===== src/design/plle_pkg.sv =====
`timescale 1ns / 1ps

package plle_pkg;

    localparam int DEFAULT_LIST_DEPTH  = 32;
    localparam int DEFAULT_VALUE_WIDTH = 32;

    localparam int CMD_W      = 3;
    localparam int POS_W      = 6;
    localparam int ITEM_W     = 32;
    localparam int IDX_W      = 6;
    localparam int STATUS_W   = 2;

    typedef enum logic [CMD_W-1:0] {
        CMD_INS_HEAD = 3'd0,
        CMD_INS_TAIL = 3'd1,
        CMD_INS_POS  = 3'd2,
        CMD_DEL_POS  = 3'd3,
        CMD_READ     = 3'd4
    } cmd_t;

    typedef enum logic [STATUS_W-1:0] {
        RES_OK    = 2'd0,
        RES_FULL  = 2'd1,
        RES_RANGE = 2'd2,
        RES_EMPTY = 2'd3
    } result_t;

    typedef enum logic [3:0] {
        ST_IDLE,
        ST_DECODE,
        ST_INS_HEAD,
        ST_INS_TAIL,
        ST_WALK,
        ST_INS_MID_A,
        ST_INS_MID_B,
        ST_DEL_HEAD,
        ST_DEL_STEP,
        ST_DEL_LINK,
        ST_READ,
        ST_RESULT
    } state_t;

    typedef enum logic [1:0] {
        RD_HEAD,
        RD_CUR,
        RD_NEXT
    } rd_sel_t;

    typedef enum logic [3:0] {
        OP_NONE,
        OP_CAPTURE,
        OP_START,
        OP_WALK,
        OP_INS_HEAD,
        OP_INS_TAIL,
        OP_INS_MID_A,
        OP_INS_MID_B,
        OP_DEL_HEAD,
        OP_DEL_STEP,
        OP_DEL_LINK,
        OP_RD_ITEM,
        OP_RESULT
    } dp_op_t;

    typedef struct packed {
        dp_op_t  op;
        rd_sel_t rd_sel;
        result_t result;
    } ctrl_cmd_t;

    typedef struct packed {
        cmd_t cmd;
        logic empty;
        logic full;
        logic pos_zero;
        logic pos_one;
        logic pos_over_ins;
        logic pos_over_del;
        logic pos_append;
        logic steps_zero;
        logic idx_last;
        logic out_free;
    } dp_status_t;

endpackage


===== src/design/positional_linked_list_engine_core.sv =====
`timescale 1ns / 1ps

// Channel  Handshake           Payload
// s_       s_valid / s_ready   s_cmd, s_position, s_item_value
// m_       m_valid / m_ready   m_out_value, m_out_index, m_status, m_last, m_list_count
//
// One command is handled at a time. Rejected commands, unknown codes and a read out of an
// empty list go from decode straight to the result, while head and tail inserts first
// update the list. Positional insert and delete walk the link memory one element per cycle,
// and a read out gives one element per cycle while the result output is free; a stalled
// result holds the read out. Reset empties the list at once. A command whose result cannot
// yet be loaded keeps s_ready low.

module positional_linked_list_engine_core #(
    parameter int LIST_DEPTH  = plle_pkg::DEFAULT_LIST_DEPTH,
    parameter int VALUE_WIDTH = plle_pkg::DEFAULT_VALUE_WIDTH
) (
    input  logic                                aclk,
    input  logic                                aresetn,
    input  logic                                s_valid,
    output logic                                s_ready,
    input  logic        [plle_pkg::CMD_W-1:0]    s_cmd,
    input  logic        [plle_pkg::POS_W-1:0]    s_position,
    input  logic signed [plle_pkg::ITEM_W-1:0]   s_item_value,
    output logic                                m_valid,
    input  logic                                m_ready,
    output logic signed [plle_pkg::ITEM_W-1:0]   m_out_value,
    output logic        [plle_pkg::IDX_W-1:0]    m_out_index,
    output logic        [plle_pkg::STATUS_W-1:0] m_status,
    output logic                                m_last,
    output logic        [plle_pkg::IDX_W-1:0]    m_list_count
);

    import plle_pkg::*;

    ctrl_cmd_t  ctl;
    dp_status_t sts;

    plle_ctrl u_ctrl (
        .aclk    (aclk),
        .aresetn (aresetn),
        .s_valid (s_valid),
        .s_ready (s_ready),
        .sts     (sts),
        .ctl     (ctl)
    );

    plle_dpath #(
        .LIST_DEPTH  (LIST_DEPTH),
        .VALUE_WIDTH (VALUE_WIDTH)
    ) u_dpath (
        .aclk         (aclk),
        .aresetn      (aresetn),
        .s_cmd        (s_cmd),
        .s_position   (s_position),
        .s_item_value (s_item_value),
        .m_valid      (m_valid),
        .m_ready      (m_ready),
        .m_out_value  (m_out_value),
        .m_out_index  (m_out_index),
        .m_status     (m_status),
        .m_last       (m_last),
        .m_list_count (m_list_count),
        .ctl          (ctl),
        .sts          (sts)
    );

endmodule


===== src/design/plle_ram.sv =====
`timescale 1ns / 1ps

module plle_ram #(
    parameter int WIDTH = 32,
    parameter int DEPTH = 32
) (
    input  logic                     aclk,
    input  logic                     we,
    input  logic [$clog2(DEPTH)-1:0] waddr,
    input  logic [WIDTH-1:0]         wdata,
    input  logic [$clog2(DEPTH)-1:0] raddr,
    output logic [WIDTH-1:0]         rdata
);

    logic [WIDTH-1:0] mem [DEPTH];

    always_ff @(posedge aclk) begin
        if (we) begin
            mem[waddr] <= wdata;
        end
        rdata <= mem[raddr];
    end

endmodule


===== src/design/plle_ctrl.sv =====
`timescale 1ns / 1ps

module plle_ctrl (
    input  logic                 aclk,
    input  logic                 aresetn,
    input  logic                 s_valid,
    output logic                 s_ready,
    input  plle_pkg::dp_status_t sts,
    output plle_pkg::ctrl_cmd_t  ctl
);

    import plle_pkg::*;

    state_t  state_reg, state_next;
    result_t result_reg, result_next;

    always_ff @(posedge aclk) begin
        if (!aresetn) begin
            state_reg  <= ST_IDLE;
            result_reg <= RES_OK;
        end else begin
            state_reg  <= state_next;
            result_reg <= result_next;
        end
    end

    always_comb begin
        state_next  = state_reg;
        result_next = result_reg;
        unique case (state_reg)
            ST_IDLE: begin
                if (s_valid) begin
                    state_next = ST_DECODE;
                end
            end
            ST_DECODE: begin
                result_next = RES_OK;
                state_next  = ST_RESULT;
                unique case (sts.cmd)
                    CMD_READ: begin
                        if (sts.empty) begin
                            result_next = RES_EMPTY;
                        end else begin
                            state_next = ST_READ;
                        end
                    end
                    CMD_INS_HEAD: begin
                        if (sts.full) begin
                            result_next = RES_FULL;
                        end else begin
                            state_next = ST_INS_HEAD;
                        end
                    end
                    CMD_INS_TAIL: begin
                        if (sts.full) begin
                            result_next = RES_FULL;
                        end else if (sts.empty) begin
                            state_next = ST_INS_HEAD;
                        end else begin
                            state_next = ST_INS_TAIL;
                        end
                    end
                    CMD_INS_POS: begin
                        if (sts.full) begin
                            result_next = RES_FULL;
                        end else if (sts.pos_zero || sts.pos_over_ins) begin
                            result_next = RES_RANGE;
                        end else if (sts.pos_one) begin
                            state_next = ST_INS_HEAD;
                        end else if (sts.pos_append) begin
                            state_next = ST_INS_TAIL;
                        end else begin
                            state_next = ST_WALK;
                        end
                    end
                    CMD_DEL_POS: begin
                        if (sts.pos_zero || sts.pos_over_del) begin
                            result_next = RES_RANGE;
                        end else begin
                            state_next = ST_WALK;
                        end
                    end
                    default: begin
                        state_next = ST_RESULT;
                    end
                endcase
            end
            ST_INS_HEAD, ST_INS_TAIL, ST_INS_MID_B, ST_DEL_HEAD, ST_DEL_LINK: begin
                state_next = ST_RESULT;
            end
            ST_WALK: begin
                if (sts.steps_zero) begin
                    if (sts.cmd == CMD_INS_POS) begin
                        state_next = ST_INS_MID_A;
                    end else if (sts.pos_one) begin
                        state_next = ST_DEL_HEAD;
                    end else begin
                        state_next = ST_DEL_STEP;
                    end
                end
            end
            ST_INS_MID_A: begin
                state_next = ST_INS_MID_B;
            end
            ST_DEL_STEP: begin
                state_next = ST_DEL_LINK;
            end
            ST_READ: begin
                if (sts.out_free && sts.idx_last) begin
                    state_next = ST_IDLE;
                end
            end
            ST_RESULT: begin
                if (sts.out_free) begin
                    state_next = ST_IDLE;
                end
            end
            default: begin
                state_next = ST_IDLE;
            end
        endcase
    end

    always_comb begin
        s_ready    = 1'b0;
        ctl.op     = OP_NONE;
        ctl.rd_sel = RD_CUR;
        ctl.result = result_reg;
        unique case (state_reg)
            ST_IDLE: begin
                s_ready = 1'b1;
                if (s_valid) begin
                    ctl.op = OP_CAPTURE;
                end
            end
            ST_DECODE: begin
                ctl.op     = OP_START;
                ctl.rd_sel = RD_HEAD;
            end
            ST_INS_HEAD: begin
                ctl.op = OP_INS_HEAD;
            end
            ST_INS_TAIL: begin
                ctl.op = OP_INS_TAIL;
            end
            ST_WALK: begin
                if (!sts.steps_zero) begin
                    ctl.op     = OP_WALK;
                    ctl.rd_sel = RD_NEXT;
                end
            end
            ST_INS_MID_A: begin
                ctl.op = OP_INS_MID_A;
            end
            ST_INS_MID_B: begin
                ctl.op = OP_INS_MID_B;
            end
            ST_DEL_HEAD: begin
                ctl.op = OP_DEL_HEAD;
            end
            ST_DEL_STEP: begin
                ctl.op     = OP_DEL_STEP;
                ctl.rd_sel = RD_NEXT;
            end
            ST_DEL_LINK: begin
                ctl.op = OP_DEL_LINK;
            end
            ST_READ: begin
                if (sts.out_free) begin
                    ctl.op = OP_RD_ITEM;
                    if (!sts.idx_last) begin
                        ctl.rd_sel = RD_NEXT;
                    end
                end
            end
            ST_RESULT: begin
                if (sts.out_free) begin
                    ctl.op = OP_RESULT;
                end
            end
            default: begin
                ctl.op = OP_NONE;
            end
        endcase
    end

endmodule


===== src/design/plle_dpath.sv =====
`timescale 1ns / 1ps

module plle_dpath #(
    parameter int LIST_DEPTH  = plle_pkg::DEFAULT_LIST_DEPTH,
    parameter int VALUE_WIDTH = plle_pkg::DEFAULT_VALUE_WIDTH
) (
    input  logic                                aclk,
    input  logic                                aresetn,
    input  logic        [plle_pkg::CMD_W-1:0]    s_cmd,
    input  logic        [plle_pkg::POS_W-1:0]    s_position,
    input  logic signed [plle_pkg::ITEM_W-1:0]   s_item_value,
    output logic                                m_valid,
    input  logic                                m_ready,
    output logic signed [plle_pkg::ITEM_W-1:0]   m_out_value,
    output logic        [plle_pkg::IDX_W-1:0]    m_out_index,
    output logic        [plle_pkg::STATUS_W-1:0] m_status,
    output logic                                m_last,
    output logic        [plle_pkg::IDX_W-1:0]    m_list_count,
    input  plle_pkg::ctrl_cmd_t                 ctl,
    output plle_pkg::dp_status_t                sts
);

    import plle_pkg::*;

    localparam int SLOT_W = $clog2(LIST_DEPTH);
    localparam int CNT_W  = $clog2(LIST_DEPTH + 1);
    localparam int PW     = (CNT_W + 1 > POS_W) ? CNT_W + 1 : POS_W;

    cmd_t                    cmd_reg, cmd_next;
    logic [POS_W-1:0]        pos_reg, pos_next;
    logic [ITEM_W-1:0]       val_reg, val_next;
    logic [SLOT_W-1:0]       head_reg, head_next;
    logic [SLOT_W-1:0]       tail_reg, tail_next;
    logic [CNT_W-1:0]        count_reg, count_next;
    logic [LIST_DEPTH-1:0]   free_map_reg, free_map_next;
    logic [SLOT_W-1:0]       free_idx_reg, free_idx_next;
    logic [SLOT_W-1:0]       cur_reg, cur_next;
    logic [SLOT_W-1:0]       prev_reg, prev_next;
    logic [CNT_W-1:0]        steps_reg, steps_next;
    logic [CNT_W-1:0]        idx_reg, idx_next;

    logic                    out_valid_reg, out_valid_next;
    logic [ITEM_W-1:0]       out_value_reg, out_value_next;
    logic [IDX_W-1:0]        out_index_reg, out_index_next;
    logic [STATUS_W-1:0]     out_status_reg, out_status_next;
    logic                    out_last_reg, out_last_next;
    logic [IDX_W-1:0]        out_count_reg, out_count_next;

    logic                    val_we;
    logic [SLOT_W-1:0]       val_waddr;
    logic [VALUE_WIDTH-1:0]  val_wdata;
    logic [VALUE_WIDTH-1:0]  val_rdata;
    logic                    nxt_we;
    logic [SLOT_W-1:0]       nxt_waddr;
    logic [SLOT_W-1:0]       nxt_wdata;
    logic [SLOT_W-1:0]       nxt_rdata;
    logic [SLOT_W-1:0]       rd_addr;

    logic [PW-1:0]           pos_x;
    logic [PW-1:0]           cnt_x;
    logic                    out_free;

    plle_ram #(
        .WIDTH (VALUE_WIDTH),
        .DEPTH (LIST_DEPTH)
    ) u_value_ram (
        .aclk  (aclk),
        .we    (val_we),
        .waddr (val_waddr),
        .wdata (val_wdata),
        .raddr (rd_addr),
        .rdata (val_rdata)
    );

    plle_ram #(
        .WIDTH (SLOT_W),
        .DEPTH (LIST_DEPTH)
    ) u_next_ram (
        .aclk  (aclk),
        .we    (nxt_we),
        .waddr (nxt_waddr),
        .wdata (nxt_wdata),
        .raddr (rd_addr),
        .rdata (nxt_rdata)
    );

    assign pos_x    = PW'(pos_reg);
    assign cnt_x    = PW'(count_reg);
    assign out_free = !out_valid_reg || m_ready;

    always_comb begin
        sts.cmd          = cmd_reg;
        sts.empty        = (count_reg == '0);
        sts.full         = (count_reg == CNT_W'(LIST_DEPTH));
        sts.pos_zero     = (pos_reg == '0);
        sts.pos_one      = (pos_reg == POS_W'(1));
        sts.pos_over_ins = (pos_x > cnt_x + PW'(1));
        sts.pos_over_del = (pos_x > cnt_x);
        sts.pos_append   = (pos_x == cnt_x + PW'(1));
        sts.steps_zero   = (steps_reg == '0);
        sts.idx_last     = (idx_reg == count_reg);
        sts.out_free     = out_free;
    end

    always_comb begin
        unique case (ctl.rd_sel)
            RD_HEAD: rd_addr = head_reg;
            RD_NEXT: rd_addr = nxt_rdata;
            default: rd_addr = cur_reg;
        endcase
    end

    always_comb begin
        free_idx_next = '0;
        for (int i = LIST_DEPTH - 1; i >= 0; i--) begin
            if (free_map_reg[i]) begin
                free_idx_next = SLOT_W'(i);
            end
        end
    end

    always_comb begin
        cmd_next        = cmd_reg;
        pos_next        = pos_reg;
        val_next        = val_reg;
        head_next       = head_reg;
        tail_next       = tail_reg;
        count_next      = count_reg;
        free_map_next   = free_map_reg;
        cur_next        = cur_reg;
        prev_next       = prev_reg;
        steps_next      = steps_reg;
        idx_next        = idx_reg;
        out_valid_next  = out_valid_reg && !m_ready;
        out_value_next  = out_value_reg;
        out_index_next  = out_index_reg;
        out_status_next = out_status_reg;
        out_last_next   = out_last_reg;
        out_count_next  = out_count_reg;
        val_we          = 1'b0;
        val_waddr       = free_idx_reg;
        val_wdata       = VALUE_WIDTH'(val_reg);
        nxt_we          = 1'b0;
        nxt_waddr       = free_idx_reg;
        nxt_wdata       = head_reg;

        case (ctl.op)
            OP_CAPTURE: begin
                cmd_next = cmd_t'(s_cmd);
                pos_next = s_position;
                val_next = $unsigned(s_item_value);
            end
            OP_START: begin
                cur_next   = head_reg;
                steps_next = (pos_reg < POS_W'(2)) ? '0 : CNT_W'(pos_reg - POS_W'(2));
                idx_next   = CNT_W'(1);
            end
            OP_WALK: begin
                cur_next   = nxt_rdata;
                steps_next = steps_reg - CNT_W'(1);
            end
            OP_INS_HEAD: begin
                val_we                      = 1'b1;
                nxt_we                      = 1'b1;
                free_map_next[free_idx_reg] = 1'b0;
                head_next                   = free_idx_reg;
                if (count_reg == '0) begin
                    tail_next = free_idx_reg;
                end
                count_next = count_reg + CNT_W'(1);
            end
            OP_INS_TAIL: begin
                val_we                      = 1'b1;
                nxt_we                      = 1'b1;
                nxt_waddr                   = tail_reg;
                nxt_wdata                   = free_idx_reg;
                free_map_next[free_idx_reg] = 1'b0;
                tail_next                   = free_idx_reg;
                count_next                  = count_reg + CNT_W'(1);
            end
            OP_INS_MID_A: begin
                val_we    = 1'b1;
                nxt_we    = 1'b1;
                nxt_wdata = nxt_rdata;
            end
            OP_INS_MID_B: begin
                nxt_we                      = 1'b1;
                nxt_waddr                   = cur_reg;
                nxt_wdata                   = free_idx_reg;
                free_map_next[free_idx_reg] = 1'b0;
                count_next                  = count_reg + CNT_W'(1);
            end
            OP_DEL_HEAD: begin
                free_map_next[cur_reg] = 1'b1;
                count_next             = count_reg - CNT_W'(1);
                if (count_reg == CNT_W'(1)) begin
                    head_next = '0;
                    tail_next = '0;
                end else begin
                    head_next = nxt_rdata;
                end
            end
            OP_DEL_STEP: begin
                prev_next = cur_reg;
                cur_next  = nxt_rdata;
            end
            OP_DEL_LINK: begin
                nxt_we                 = 1'b1;
                nxt_waddr              = prev_reg;
                nxt_wdata              = nxt_rdata;
                free_map_next[cur_reg] = 1'b1;
                count_next             = count_reg - CNT_W'(1);
                if (cur_reg == tail_reg) begin
                    tail_next = prev_reg;
                end
            end
            OP_RD_ITEM: begin
                out_valid_next  = 1'b1;
                out_value_next  = ITEM_W'(val_rdata);
                out_index_next  = IDX_W'(idx_reg);
                out_status_next = RES_OK;
                out_last_next   = (idx_reg == count_reg);
                out_count_next  = IDX_W'(count_reg);
                cur_next        = nxt_rdata;
                idx_next        = idx_reg + CNT_W'(1);
            end
            OP_RESULT: begin
                out_valid_next  = 1'b1;
                out_value_next  = '0;
                out_index_next  = '0;
                out_status_next = ctl.result;
                out_last_next   = 1'b1;
                out_count_next  = IDX_W'(count_reg);
            end
            default: begin
                cur_next = cur_reg;
            end
        endcase
    end

    always_ff @(posedge aclk) begin
        if (!aresetn) begin
            head_reg      <= '0;
            tail_reg      <= '0;
            count_reg     <= '0;
            free_map_reg  <= '1;
            free_idx_reg  <= '0;
            out_valid_reg <= 1'b0;
        end else begin
            head_reg      <= head_next;
            tail_reg      <= tail_next;
            count_reg     <= count_next;
            free_map_reg  <= free_map_next;
            free_idx_reg  <= free_idx_next;
            out_valid_reg <= out_valid_next;
        end
    end

    always_ff @(posedge aclk) begin
        cmd_reg        <= cmd_next;
        pos_reg        <= pos_next;
        val_reg        <= val_next;
        cur_reg        <= cur_next;
        prev_reg       <= prev_next;
        steps_reg      <= steps_next;
        idx_reg        <= idx_next;
        out_value_reg  <= out_value_next;
        out_index_reg  <= out_index_next;
        out_status_reg <= out_status_next;
        out_last_reg   <= out_last_next;
        out_count_reg  <= out_count_next;
    end

    assign m_valid      = out_valid_reg;
    assign m_out_value  = out_value_reg;
    assign m_out_index  = out_index_reg;
    assign m_status     = out_status_reg;
    assign m_last       = out_last_reg;
    assign m_list_count = out_count_reg;

endmodule


===== config.mk =====
export PLATFORM = sky130hd
export DESIGN_NAME = positional_linked_list_engine_core
export DESIGN_NICKNAME = d
export VERILOG_FILES = /design/src/design/plle_pkg.sv /design/src/design/positional_linked_list_engine_core.sv /design/src/design/plle_ram.sv /design/src/design/plle_ctrl.sv /design/src/design/plle_dpath.sv
export SDC_FILE = /design/constraint.sdc
export NUM_CORES = 2
export LEC_CHECK = 0
export BUFFER_PORTS_ARGS = -buffer_cell sky130_fd_sc_hd__buf_2
export CAP_MARGIN = 20
export CORE_ASPECT_RATIO = 1.25
export CORE_UTILIZATION = 29
export DETAILED_ROUTE_END_ITERATION = 8
export GPL_ROUTABILITY_DRIVEN = 0
export GPL_TIMING_DRIVEN = 0
export HOLD_SLACK_MARGIN = 0.12
export SETUP_SLACK_MARGIN = 0.5
export SLEW_MARGIN = 20
export SYNTH_ARGS = -nofsm -noshare
export SYNTH_HDL_FRONTEND = slang
export SYNTH_HIERARCHICAL = 1
export SYNTH_SLANG_ARGS = --single-unit

===== constraint.sdc =====
create_clock -name aclk -period 7.1 [get_ports aclk]
set_input_delay 1.065 -clock aclk [delete_from_list [all_inputs] [get_ports aclk]]
set_output_delay 1.065 -clock aclk [all_outputs]
set_load 0.05 [all_outputs]

After elaboration in Yosys (flattened, before gate mapping). Memory sizes are Yosys's and may differ from the RTL's. A register that Yosys moved wholly into a read port is not among the register bits. Index checks and enable logic that the tools add are counted.

Flip-flop bits (word level): 170. Latch bits: 0. Memory bits (writable): 1184. Memory bits (read-only): 0. Input bits: 45. Output and inout bits: 49. Logic and storage cells: 215. Memories: 2.

$add $sub $neg: 6. Multiply operators: 0. Divide/modulo/power cells: 0. Magnitude comparators: 7. Equal/unequal tests: 41. Shift-type cells: 0. Mux-type cells: 92. Bitwise gates (word level): 4. Reductions and logical operators: 39.

Memories: u_dpath.u_value_ram.mem (words 32, width 32, read ports 1, clocked after memory_dff 1, write ports 1, line plle_ram.sv:15) `logic [WIDTH-1:0] mem [DEPTH];`; u_dpath.u_next_ram.mem (words 32, width 5, read ports 1, clocked after memory_dff 1, write ports 1, line plle_ram.sv:15).

Operators by type and width (count): 32-bit case mux with 2 select lines (2); 5-bit 2-to-1 mux (20); 4-bit 2-to-1 mux (22); 4-bit case mux with 12 select lines (1); 6-bit case mux with 2 select lines (4); 5-bit case mux with 2 select lines (4); 4-bit equality test, second input constant (9); 32-bit bitwise AND (1); 4-bit by 3-bit equality test with 1-bit output, second input constant (8); 32-bit NOT (1); 32-bit bitwise OR (1); 4-bit case mux with 8 select lines (1); 4-bit case mux with 5 select lines (1); 5-bit case mux with 4 select lines (1); 6-bit logical NOT (3); 17-bit OR reduction (1); 4-bit by 2-bit equality test with 1-bit output, second input constant (4); 2-bit case mux with 4 select lines (2); 1-bit 2-to-1 mux (15); 3-bit 2-to-1 mux (5); 5-bit case mux with 3 select lines (1); 5-bit OR reduction (3); 2-bit 2-to-1 mux (7); 6-bit by 1-bit adder with 6-bit output, second input constant (2); 37 further kinds (70).

Depth between registers and ports, before layout.
Depth in word-level cells: 31. Mapped depth: 19. Gate-level depth less buffers: 15.

Hierarchy. Netlist, hierarchy kept.

By module, submodules not included: plle_ram at u_dpath.u_value_ram (instances 1, cells an instance 2260, area each 40495.1 um^2, seq. area each 31390.1 um^2); plle_dpath (instances 1, cells an instance 695, area each 7687.4 um^2, seq. area each 4384.2 um^2); plle_ram at u_dpath.u_next_ram (instances 1, cells an instance 277, area each 6344.8 um^2, seq. area each 4904.7 um^2); plle_ctrl (instances 1, cells an instance 112, area each 725.7 um^2, seq. area each 120.1 um^2).

Worst setup path before layout. OpenSTA, ideal clock, no wires.

Path type: input port to flip-flop. From: input port m_ready. To: register u_dpath.cmd_reg[0] (enable). Setup time: 0.490 ns. Data arrival time: 5.125 ns. Data required time: 6.610 ns. Slack: 1.484 ns. Cell stages on the path: 10. Buffers on the path: 3. Path through: nand2b_1 buf_4 nor2b_1 mux2i_1 o21ai_0 o21a_1 buf_2 buf_1 nand2b_1 nor3_1.

RTL lines: start, declared (line positional_linked_list_engine_core.sv:26) `input logic m_ready,`; end signal, assigned (line plle_dpath.sv:260) `cmd_reg <= cmd_next;`; end, declared (line plle_dpath.sv:29) `cmd_t cmd_reg, cmd_next;`.

==> flow_summary.yaml <==
timing:
  setup_violations: 0
  rsz0062_at_grt: "false"
  hold_viol_final: 0
  fin_tns_setup_ns: 0
  fmax_mhz: 193
  max_slew.worst_pin.slew_ns: 1.16
  min_period_over_period_pct: 73.1
  fin_skew_ns: 0.0324
  final.min_clock_period_ns: 5.19
  relSlewSlack_pct: 22.5
  maxSlewViolCount: 0
synth:
  synth-seq-area-share_pct: 73.8
  ys_warn_count: 6
  synth-main-ff-cell: "edfxtp_1"
  synth_edf_count: 1294
  synth_cell_types: 72
  syn_area_sq_um: 55300
  avgSynthCellArea_sq_um: 16.5
  async_reset_ff_share_pct: 0
  synth_nets: 3409
  ys_ff_latch: 1391
  syn_inst: 3344
placement:
  hpwl_um: 90900
  place_area_sq_um: 59900
  port_buffers: 93
  dp_cells: 5999
critical_path:
  crit_slowest_cell: "o21ai_1"
  required_ns: 7.68
  r2r-end: "u_dpath/u_value_ram/rdata[29]$_DFF_P_"
  slowest_delay_ns: 0.70
  crit_top_cell: "clkbuf_1"
  crit_family: "simple AND/OR/NAND/NOR gates"
  worstSetupStartpointType: "flip-flop"
  crit_chain: "buf_2 -> xnor2_1 -> nand4_1 -> nor3_1 -> nor2_1 -> nand3_1 -> a21oi_1 -> clkbuf_1 -> mux2i_1 -> o21ai_1 -> or2_2 -> clkbuf_1 -> clkbuf_1 -> nor3_1 -> a31oi_1 -> nand3_1"
  reg2reg_slack_ns: 1.91
  crit-reg2reg-launch: "u_dpath/count_reg[5]$_SDFFE_PN0P_"
  crit_arrival_ns: 5.77
  cp-end-kind: "flip-flop"
  r2r_cells: 16
  crit_type: "flip-flop to flip-flop"
  worstPathMaxFanout: 10
  crit_buf_inv: 4
layout:
  antenna_cells: 0
  n_fill_cell: 17900
  syn_to_final_growth_pct: 16.9
  fin_util_pct: 34.2
  largest_reg_flops: 1024
  drive_gt1_share_pct: 15.0
  final_cells: 6264
  fin_area_sq_um: 64600
  largest-register: "u_dpath/u_value_ram/mem"
  reg_top3: "u_dpath/u_value_ram/mem (1024), u_dpath/u_next_ram/mem (160)"
  nets: 3703
hold_path:
  holdPathStages: 0
  worstHoldStart: "u_dpath/cur_reg[1]$_DFFE_PP_"
  hold_end: "u_dpath/prev_reg[1]$_DFFE_PN_"
  hold_class: "flip-flop to flip-flop"
global_route:
  grt_pass1_wl_um: 196000
  grt_pass1_vias: 30200
  grtUsageTotal_pct: 13.7
  overflow: 0
  grt_max_degree: 33
  grt_antenna_before_repair: 3
power_and_ir_drop:
  p_per_area_nw_per_um2: 461
  leakagePower_nw: 20.8
  ir_drop_v: 0.000266
cts:
  cts_hold_buf: 0
  tritoncts: "done"
  cts_buffer_depth: 3
  clkTransAtPathRegs_ns: 0.06
  cts_setup_buffers: 0
  cts-resized-gates: 0
  clkLatencyLatePin_ns: 0.76
  cts_sinks: 1391
  numCtsBuffers: 138
  clockRootBuffer: "clkbuf_16"
  htreeDepth: 4
detailed_routing:
  routed_via_density: 4.77
  drtPass1Iterations: 6
  antenna_left: 0
  via_count: 29900
  wl_per_cell_um: 21.3
  drc: 0
  drt_iter0_markers: 2559
  wl_um: 133000
status:
  status: "finished clean"
die:
  die_area_sq_um: 192000
  die_y_um: 490
  fp-row-count: 178
  core_area_sq_um: 189000
  start_util_pct: 29.3
  chipWidth_um: 392
  ios: 94
run:
  cap_violations: 0
## cells in the mapped netlist (18+ instances only)
| master | number | area share, % |
|---|---|---|
| edfxtp_1 | 1294 | 70 |
| mux2i_1 | 523 | 9.5 |
| nand2_1 | 155 | 1.1 |
| nor2_1 | 141 | 0.96 |
| a21oi_1 | 128 | 1.2 |
| nand3_1 | 125 | 1.1 |
| a22oi_1 | 106 | 1.4 |
| dfxtp_1 | 97 | 3.5 |
| clkbuf_1 | 72 | 0.49 |
| a22o_1 | 64 | 1.0 |
| o21ai_0 | 52 | 0.47 |
| mux4_2 | 50 | 2.0 |
| nor3_1 | 50 | 0.45 |
| buf_2 | 49 | 0.44 |
| and2_1 | 43 | 0.49 |
| a31oi_1 | 36 | 0.41 |
| buf_4 | 35 | 0.48 |
| o211ai_1 | 34 | 0.46 |
| inv_1 | 22 | 0.15 |
| ha_1 | 20 | 0.45 |
| nand2b_1 | 19 | 0.22 |
| xnor2_1 | 19 | 0.30 |
| nor2b_1 | 18 | 0.20 |
## kinds of logic (layout without fill, tap and decap cells)
kind of cell | count (synthesis) | in the layout | synth area share, %
DFF | 1391 | 1391 | 73.8
and+or+nand+nor | 621 | 621 | 5.43
muxes | 583 | 583 | 11.7
AOI/OAI and AO/OA | 492 | 492 | 6.08
buffers and inverters | 205 | 605 | 1.97
xor gates and xnor gates | 32 | 32 | 0.507
adders and majority gates | 20 | 20 | 0.453
## layout by cell type (no fill, tap or decap), types with 8 or more instances in the layout
master,n
a21oi_1,128
a22o_1,64
a22oi_1,106
a31oi_1,36
and2_1,43
buf_1,9
buf_12,25
buf_16,9
buf_2,142
buf_4,39
buf_6,18
buf_8,21
bufinv_16,8
clkbuf_1,108
clkbuf_16,143
clkinv_1,23
clkinv_2,13
dfxtp_1,97
edfxtp_1,1294
ha_1,20
inv_1,22
inv_6,8
mux2_2,10
mux2i_1,523
mux4_2,50
nand2_1,149
nand2b_1,19
nand3_1,125
nand3b_1,15
nor2_1,109
nor2_4,32
nor2b_1,18
nor3_1,49
o211ai_1,34
o21a_1,14
o21ai_0,49
or3_1,8
xnor2_1,19
xor2_1,13
## power by group
group          total (mW)  internal [mW]  switching (mW)
Sequential           11.1           10.5           0.665
Clock                7.03           4.02            3.01
Combinational        11.6           4.24            7.36
## worst max-delay path by stage
stage,from,endpoint,depth (start not counted)
4_1_cts,u_dpath/count_reg[5]$_SDFFE_PN0P_,u_dpath/u_value_ram/rdata[14]$_DFF_P_,16
2_1_floorplan,m_ready,u_dpath/cmd_reg[0]$_DFFE_PN_,10
5_1_grt,u_dpath/count_reg[5]$_SDFFE_PN0P_,u_dpath/u_value_ram/rdata[13]$_DFF_P_,16
6_report,u_dpath/count_reg[5]$_SDFFE_PN0P_,u_dpath/u_value_ram/rdata[29]$_DFF_P_,16
3_5_place_dp,m_ready,u_dpath/u_next_ram/mem[19][0]$_DFFE_PP_,12
3_3_place_gp,m_ready,u_dpath/val_reg[18]$_DFFE_PN_,8
## stage by stage
step | hold WS [ns] | setup WS [ns] | power, mW
finish | 0.447 | 1.91 | 29.8
global route | 0.457 | 1.71 | 31.1
CTS | 0.431 | 1.94 | 29.9
detailed placement | 0.444 | 1.80 | 22.8
global placement | 0.429 | -1.88 | 22.7
floorplan | 0.403 | 1.48 | 18.6
## routing by layer
layer,part of all wire [%],up-vias,GRT usage [%]
li1,-,13700,-
met1,42,15100,17.2
met2,50,827,23.5
met3,5.0,232,2.32
met4,3.3,2,5.18
met5,0.0083,-,0
## area by class of cell
cell class              instances  area [sq um]  area share [%]
repair buffers                154          1580            2.45
multi-input cells            1748         13600            21.1
well taps                    2520          3150            4.88
clock inverters                63           568           0.880
clock buffers                 183          3760            5.82
inverters                      22          82.6           0.128
flip-flops and latches       1391         40800            63.2
plain buffers                 183          1010            1.56
Power figures use the tool's default switching activity.
